File: src/hdl/gaussian_bayes_class_stats_unit_defines.svh
// Assertion macros shared by the class statistics unit.
`ifndef GAUSSIAN_BAYES_CLASS_STATS_UNIT_DEFINES_SVH
`define GAUSSIAN_BAYES_CLASS_STATS_UNIT_DEFINES_SVH

// antecedent implies consequent in the same cycle
`define GBCS_ASSERT_SAME(label, clk, rstn, ante, cons) \
    label: assert property (@(posedge clk) disable iff (!rstn) (ante) |-> (cons)) \
        else $error("gbcs assertion failed");

// antecedent implies consequent in the next cycle
`define GBCS_ASSERT_NEXT(label, clk, rstn, ante, cons) \
    label: assert property (@(posedge clk) disable iff (!rstn) (ante) |=> (cons)) \
        else $error("gbcs assertion failed");

`endif

File: src/hdl/gbcs_pkg.sv
// Shared types and constants of the class statistics unit.
package gbcs_pkg;

    localparam int NUM_FEAT    = 16;
    localparam int NUM_CLS     = 8;
    localparam int FEAT_W      = 4;
    localparam int CLS_W       = 3;
    localparam int ENTRIES     = NUM_FEAT * NUM_CLS;
    localparam int IDX_W       = $clog2(ENTRIES);
    localparam int VAL_W       = 24;
    localparam int CNT_W       = 16;
    localparam int SUM_W       = 40;
    localparam int SQ_W        = 64;
    localparam int PROD_W      = 80;
    localparam int VAR_W       = 47;
    localparam int PRES_W      = 4;
    localparam int STAT_W      = 3;
    localparam int MUL_LEN     = 40;
    localparam int DIV_LEN     = 64;
    localparam int STEP_W      = 6;
    localparam int IN_TDATA_W  = 40;
    localparam int OUT_TDATA_W = 96;

    localparam logic [CNT_W-1:0] COUNT_MAX = '1;
    localparam logic [VAR_W-1:0] VAR_MAX   = '1;

    typedef enum logic [1:0] {
        CMD_CLEAR = 2'd0,
        CMD_ADD   = 2'd1,
        CMD_READ  = 2'd2,
        CMD_NONE  = 2'd3
    } cmd_t;

    typedef enum logic [STAT_W-1:0] {
        STAT_OK       = 3'd0,
        STAT_EMPTY    = 3'd1,
        STAT_ONE      = 3'd2,
        STAT_ZERO_VAR = 3'd3,
        STAT_SAT      = 3'd4
    } status_t;

    typedef enum logic [2:0] {
        ST_IDLE,
        ST_ADD,
        ST_MUL_A,
        ST_MUL_B,
        ST_DIFF,
        ST_DIV_VAR,
        ST_DIV_MEAN,
        ST_DONE
    } state_t;

    typedef struct packed {
        logic              accept;
        logic              clear;
        logic              add_wr;
        logic              mul_step;
        logic              mul_first;
        logic              mul_sel_b;
        logic              save_a;
        logic              diff;
        logic              div_step;
        logic              div_first;
        logic              div_sel_mean;
        logic              save_var;
        logic              out_load;
        logic [STEP_W-1:0] step_idx;
    } ctl_t;

    typedef struct packed {
        logic out_busy;
    } stat_t;

endpackage

File: src/hdl/gbcs_ctrl.sv
// Sequencer for add, clear and read commands of the class statistics unit.
`include "gaussian_bayes_class_stats_unit_defines.svh"

module gbcs_ctrl (
    input  logic            aclk,
    input  logic            aresetn,
    input  logic            s_tvalid,
    output logic            s_tready,
    input  gbcs_pkg::cmd_t  cmd,
    input  gbcs_pkg::stat_t stat,
    output gbcs_pkg::ctl_t  ctl
);

    gbcs_pkg::state_t state_reg, state_next;
    logic [gbcs_pkg::STEP_W-1:0] cnt_reg, cnt_next;
    logic accept;

    assign accept = s_tvalid && s_tready;

    always_ff @(posedge aclk) begin
        if (!aresetn) begin
            state_reg <= gbcs_pkg::ST_IDLE;
            cnt_reg   <= '0;
        end else begin
            state_reg <= state_next;
            cnt_reg   <= cnt_next;
        end
    end

    always_comb begin
        state_next = state_reg;
        cnt_next   = cnt_reg;
        unique case (state_reg)
            gbcs_pkg::ST_IDLE: begin
                cnt_next = '0;
                if (accept) begin
                    if (cmd == gbcs_pkg::CMD_ADD) state_next = gbcs_pkg::ST_ADD;
                    else if (cmd == gbcs_pkg::CMD_READ) state_next = gbcs_pkg::ST_MUL_A;
                end
            end
            gbcs_pkg::ST_ADD: state_next = gbcs_pkg::ST_IDLE;
            gbcs_pkg::ST_MUL_A, gbcs_pkg::ST_MUL_B: begin
                cnt_next = cnt_reg + 1'b1;
                if (cnt_reg == gbcs_pkg::STEP_W'(gbcs_pkg::MUL_LEN - 1)) begin
                    cnt_next   = '0;
                    state_next = (state_reg == gbcs_pkg::ST_MUL_A) ?
                                 gbcs_pkg::ST_MUL_B : gbcs_pkg::ST_DIFF;
                end
            end
            gbcs_pkg::ST_DIFF: begin
                cnt_next   = '0;
                state_next = gbcs_pkg::ST_DIV_VAR;
            end
            gbcs_pkg::ST_DIV_VAR, gbcs_pkg::ST_DIV_MEAN: begin
                cnt_next = cnt_reg + 1'b1;
                if (cnt_reg == gbcs_pkg::STEP_W'(gbcs_pkg::DIV_LEN - 1)) begin
                    cnt_next   = '0;
                    state_next = (state_reg == gbcs_pkg::ST_DIV_VAR) ?
                                 gbcs_pkg::ST_DIV_MEAN : gbcs_pkg::ST_DONE;
                end
            end
            gbcs_pkg::ST_DONE: begin
                if (!stat.out_busy) state_next = gbcs_pkg::ST_IDLE;
            end
            default: state_next = gbcs_pkg::ST_IDLE;
        endcase
    end

    always_comb begin
        ctl          = '0;
        ctl.step_idx = cnt_reg;
        s_tready     = 1'b0;
        unique case (state_reg)
            gbcs_pkg::ST_IDLE: begin
                s_tready   = 1'b1;
                ctl.accept = accept;
                ctl.clear  = accept && (cmd == gbcs_pkg::CMD_CLEAR);
            end
            gbcs_pkg::ST_ADD: ctl.add_wr = 1'b1;
            gbcs_pkg::ST_MUL_A: begin
                ctl.mul_step  = 1'b1;
                ctl.mul_first = (cnt_reg == '0);
            end
            gbcs_pkg::ST_MUL_B: begin
                ctl.mul_step  = 1'b1;
                ctl.mul_sel_b = 1'b1;
                ctl.mul_first = (cnt_reg == '0);
                ctl.save_a    = (cnt_reg == '0);
            end
            gbcs_pkg::ST_DIFF: ctl.diff = 1'b1;
            gbcs_pkg::ST_DIV_VAR: begin
                ctl.div_step  = 1'b1;
                ctl.div_first = (cnt_reg == '0);
            end
            gbcs_pkg::ST_DIV_MEAN: begin
                ctl.div_step     = 1'b1;
                ctl.div_sel_mean = 1'b1;
                ctl.div_first    = (cnt_reg == '0);
                ctl.save_var     = (cnt_reg == '0);
            end
            gbcs_pkg::ST_DONE: ctl.out_load = !stat.out_busy;
            default: ;
        endcase
    end

    `GBCS_ASSERT_NEXT(a_add_seq, aclk, aresetn,
        accept && cmd == gbcs_pkg::CMD_ADD, state_reg == gbcs_pkg::ST_ADD)
    `GBCS_ASSERT_SAME(a_load_free, aclk, aresetn, ctl.out_load, !stat.out_busy)
    `GBCS_ASSERT_SAME(a_mul_cnt, aclk, aresetn, ctl.mul_step,
        cnt_reg < gbcs_pkg::STEP_W'(gbcs_pkg::MUL_LEN))

endmodule

File: config.mk
export PLATFORM = sky130hd
export DESIGN_NAME = gbcs_ctrl
export DESIGN_NICKNAME = d
export VERILOG_FILES = /design/src/hdl/gbcs_pkg.sv /design/src/hdl/gbcs_ctrl.sv
export VERILOG_INCLUDE_DIRS = /design/src /design/src/hdl
export SDC_FILE = /design/constraint.sdc
export NUM_CORES = 1
export LEC_CHECK = 0
export BUFFER_PORTS_ARGS = -buffer_cell sky130_fd_sc_hd__buf_2
export CAP_MARGIN = 10
export CORE_UTILIZATION = 49
export CTS_CLUSTER_DIAMETER = 150
export DETAILED_ROUTE_END_ITERATION = 6
export MAX_ROUTING_LAYER = met4
export PLACE_DENSITY = 0.88
export RECOVER_POWER = 25
export SYNTH_ARGS = -nofsm -noshare
export SYNTH_HDL_FRONTEND = slang
export SYNTH_SLANG_ARGS = --single-unit
File: constraint.sdc
create_clock -name aclk -period 1.6 [get_ports aclk]
set_input_delay 0.08 -clock aclk [delete_from_list [all_inputs] [get_ports aclk]]
set_output_delay 0.08 -clock aclk [all_outputs]
set_load 0.01 [all_outputs]
# Yosys cells after proc, flatten, opt, wreduce, memory -nomap -nowiden
# Index checks and enable logic that the tools add are counted.
[word_totals] register_bits=9 in_bits=6 out_inout_bits=20 elab_cells=51
[op_classes] add_sub_neg=1 n_eq_ne=16 mux=21 reduce_logical=11
[op_table] cell="$mux W3" count=7
[op_table] cell="$pmux W3 S6" count=1
[op_table] cell="$pmux W6 S3" count=1
[op_table] cell="$eq A3 B3 Y1 const B" count=4
[op_table] cell="$eq A6 B6 Y1 const B" count=2
[op_table] cell="$mux W6" count=2
[op_table] cell="$mux W2" count=5
[op_table] cell="$add A6 B1 Y6 const B" count=1
[op_table] cell="$eq A3 B2 Y1 const B" count=2
[op_table] cell="$logic_not A6 Y1" count=1
[op_table] cell="$reduce_or A2 Y1" count=3
[op_table] cell="$mux W1" count=5
[op_table] cell="$reduce_and A5 Y1" count=1
[op_table] cell="$ne A2 B1 Y1 const B" count=2
[op_table] cell="$ne A2 B2 Y1 const B" count=2
[op_table] cell="$eq A3 B1 Y1 const B" count=1
[op_table] cell="$logic_not A3 Y1" count=1
[op_table] cell="$ne A3 B3 Y1 const B" count=1
[op_table] cell="$reduce_bool A3 Y1" count=1
[op_table] cell="$eq A2 B1 Y1 const B" count=1
[op_table] cell="$eq A2 B2 Y1 const B" count=1
[op_table] cell="$logic_and A1 B1 Y1" count=2
[op_table] cell="$logic_not A2 Y1" count=1
[op_table] cell="$logic_not A1 Y1" count=1

# Longest topological paths before layout
[depth] ltp_word=5 depth_mapped=6

# Least setup slack after synthesis
# Ideal clock, no wire load.
[synth_path] path_kind="register to register" startpoint="reg cnt_reg[0] (netlist name)" endpoint="reg cnt_reg[0] (netlist name)" setup_ns=0.115 arrival_ns=1.353 required_time_ns=1.485 slack_ns=0.132 stages_incl_launch_ff=6 path_buffers=0 period_less_slack_ns=1.468 path_cell_list="dfxtp_1 > ha_1 > nand3_1 > nor3_1 > o21ai_0 > and3_1"
[synth_between] elab_chain_cells=3
[synth_lines] item="start, declared" line_no="gbcs_ctrl.sv:15" source="logic [gbcs_pkg::STEP_W-1:0] cnt_reg, cnt_next;"
[synth_lines] item="start signal, assigned" line_no="gbcs_ctrl.sv:26" source="cnt_reg <= cnt_next;"
[synth_lines] item="$add A6 B1 Y6, or another cell as far along" line_no="gbcs_ctrl.sv:43, gbcs_ctrl.sv:55"
[synth_lines] item="$mux W6 (on tied branches)" line_no="gbcs_ctrl.sv:56, gbcs_ctrl.sv:44"
[synth_lines] item="$pmux W6 S3 *" line_no="gbcs_ctrl.sv:33" source="unique case (state_reg)"
# Every way passes the cells marked *; elsewhere a longest branch is shown, timed or not.
# A chain may end at the register's enable or synchronous reset.

==> summary.txt <==
STA
  • Fmax: 651 MHz
  • Fin. max-slew vios: 0
  • Setup WS post-layout: 0.0640 ns
  • # setup viols final: 0
  • Tmin final: 1.54 ns
  • Slew @ Worst Pin: 0.542 ns
  • Tcrit/Tclk final: 96.0%
  • Worst Clk Skew: 0.00242 ns
  • Headroom to the max-slew limit: 62.9%
  • Final hold violation count: 0

Setup path
  • Crit path cell chain: buf_4 > nor3_4 > buf_4 > and3_1 > buf_2
  • Data arrival, critical path: 1.46 ns
  • Setup crit start kind: flop
  • CP max FO: 8
  • Worst path most repeated cell: buf_4
  • Beginning of the worst register-to-register path: cnt_reg[2]$_SDFFE_PN0P_
  • Critical Path End Type: output pin
  • CP max stage delay: 0.36 ns
  • Crit Path Category: flop to output pin
  • R2R Setup Slk: 0.06 ns
  • R2R depth: 4
  • Slowest stage cell, crit path: dfxtp_2
  • Req. time, crit path: 1.52 ns
  • Reg-to-reg endpoint: cnt_reg[5]$_SDFFE_PN0P_

Yosys
  • Post-Syn Area: 788 um^2
  • Number of flops mapped to enable cells by yosys: 0
  • Largest area contributor in the netlist: dfxtp_1
  • Mean post-synth cell area: 7.10 um^2
  • Dominant synthesized flop cell: dfxtp_1
  • Syn Nets: 121
  • Asr flop ratio synth: 0%
  • Post-Synthesis Cells: 111
  • FF+latch count, synth: 9
  • Synth top area cells: dfxtp_1, nand3_1, ha_1
  • Sequential share of the synthesized area: 22.9%
  • Yosys warns: 0
  • Post-synth top area share: 22.9%
  • Synth cell types: 38

Placement
  • RD Place Congestion: 0.941
  • Pre-CTS WS: 0.131 ns
  • IO buf count: 25
  • Hpwl dp: 1.56 mm

Routing
  • DRC viols: 0
  • Pre-Repair DR Iteration Count: 5
  • Routed length per instance: 14.4 um
  • Initial DRC Count: 41
  • Vias/cell: 5.89
  • Final antenna-violating net count: 0
  • Detailed Route WL: 2.26 mm
  • Vias: 924

Global route
  • Antenna violations before repair: 0
  • Vias in the first global route: 818
  • GRT Overall Usage: 25.9%
  • Grt ovf: 0
  • Global-route wire length before repair: 3.42 mm
  • Largest net degree at the start of global routing: 13

Clocking
  • CTS tree: built
  • Clock buffer depth: 2
  • Clk slew on worst S/H paths: 0.07 ns
  • TritonCTS Buffers: 3
  • # H-tree levels: 1
  • CTS sink cnt: 9
  • Clock Root Buffer: clkbuf_4
  • Clock latency at the later pin of the worst-skew pair: 0.27 ns

Floorplanning
  • Die height: 42.1 um
  • Core Region: 1510 um^2
  • Full die area: 1770 um^2
  • Row cnt: 14
  • Chip Width: 42.1 um
  • Starting Density: 52.3%
  • I/O pin count: 26

Hold path
  • Tightest Hold Check Type: input pin to flop
  • Hold Path Depth: 2
  • Min-delay src: aresetn
  • Hold Path Sink: cnt_reg[4]$_SDFFE_PN0P_

Pwr
  • Pleak: 0.475 nW
  • Max IR drop VDD: 0.635 mV
  • Pwr/cell area: 1170 nW/um^2
  • Pwr Total: 1.18 mW

Cells and area
  • Most frequent cells in the layout: buf_2, nor2_1, nand3_1, nand2_1, inv_1
  • Share of layout cells above drive strength 1: 30.5%
  • Final #Nets: 152
  • Largest register FFs: 6
  • # diodes: 0
  • Most common cell after layout, fill and taps aside: buf_2
  • Synth-to-layout area growth: 28.1%

Status
  • Status: completed

Flow run
  • Number of max-cap violations: 0
## cell type report
type / instances / area [um^2]
Multi-Input combinational cell: 86 / 566
Timing Repair Buffer: 33 / 179
Sequential cell: 9 / 185
Inverter: 9 / 33.8
Clock buffer: 4 / 26.3
Fill cell: 127 / 497
Tap cell: 16 / 20.0
## routing by layer
metal	global-route usage, %	share of wire [%]
met4	17.5	2.0
met1	29.5	44
met2	41.9	49
met5	-	0
met3	3.88	4.9
## repair_timing
item | in CTS | in global routing
gates cloned | 0 | 0
resized for setup | 1 | 8
hold buffers | 0 | 0
endpoints found under the setup margin | 2 | 9
buffers inserted | 0 | 0
## power by group
| group | internal, mW | switching (mW) |
|---|---|---|
| sequential | 0.259 | 0.0683 |
| combinational | 0.288 | 0.376 |
| clock | 0.0967 | 0.0917 |
## cell usage after synthesis, drive strengths merged, types with 2 or more instances
library cell  number
and3               3
inv                9
nand2             10
nor2              11
a31oi              4
o21ai              5
nor3               6
and2               4
xnor2              2
a21boi             3
nor2b              2
dfxtp              9
a21oi              2
ha                 4
buf                6
o211ai             4
nand3             11
## how the worst max path moves through the flow
stage | from | end | slack [ns] | cells past startpoint
after global routing | cnt_reg[2]$_SDFFE_PN0P_ | cnt_reg[5]$_SDFFE_PN0P_ | -0.01 | 4
final | state_reg[2]$_SDFFE_PN0P_ | ctl[17] | 0.06 | 5
after detailed placement | cnt_reg[0]$_SDFFE_PN0P_ | cnt_reg[1]$_SDFFE_PN0P_ | 0.13 | 5
after CTS | state_reg[0]$_SDFFE_PN0P_ | ctl[9] | 0.0007 | 4
after floorplan | cnt_reg[0]$_SDFFE_PN0P_ | cnt_reg[0]$_SDFFE_PN0P_ | 0.13 | 5
after global placement | cnt_reg[0]$_SDFFE_PN0P_ | state_reg[0]$_SDFFE_PN0P_ | 0.12 | 6
## cell families after synthesis
group                    synth area share (%)
flip-flops                               22.9
XOR/XNOR                                 4.29
buffers and inverters                    9.05
AND/OR/NAND/NOR                          31.0
AO/OA/AOI/OAI                            25.2
multiplexers                             1.27
adder cells (fa/ha/maj)                  6.35
## metrics by stage
stage | instance area (um^2) | hold slack (ns) | utilization, % | setup TNS (ns) | std cells
after global placement | 956 | 0.420 | 63.5 | 0 | 153
after detailed placement | 956 | 0.435 | 63.5 | 0 | 153
after global routing | 1010 | 0.154 | 67.0 | -0.0109 | 157
after CTS | 987 | 0.152 | 65.5 | 0 | 157
after floorplan | 788 | 0.215 | - | 0 | 111
final | 1010 | 0.145 | 67.0 | 0 | 157
## critical path: cells and delay by family (launching register included)
kind | cells | cell delay [ns]
buffers and inverters | 3 | 0.45
flip-flops | 1 | 0.36
AND/OR/NAND/NOR | 2 | 0.36
Power figures use the tool's default switching activity.
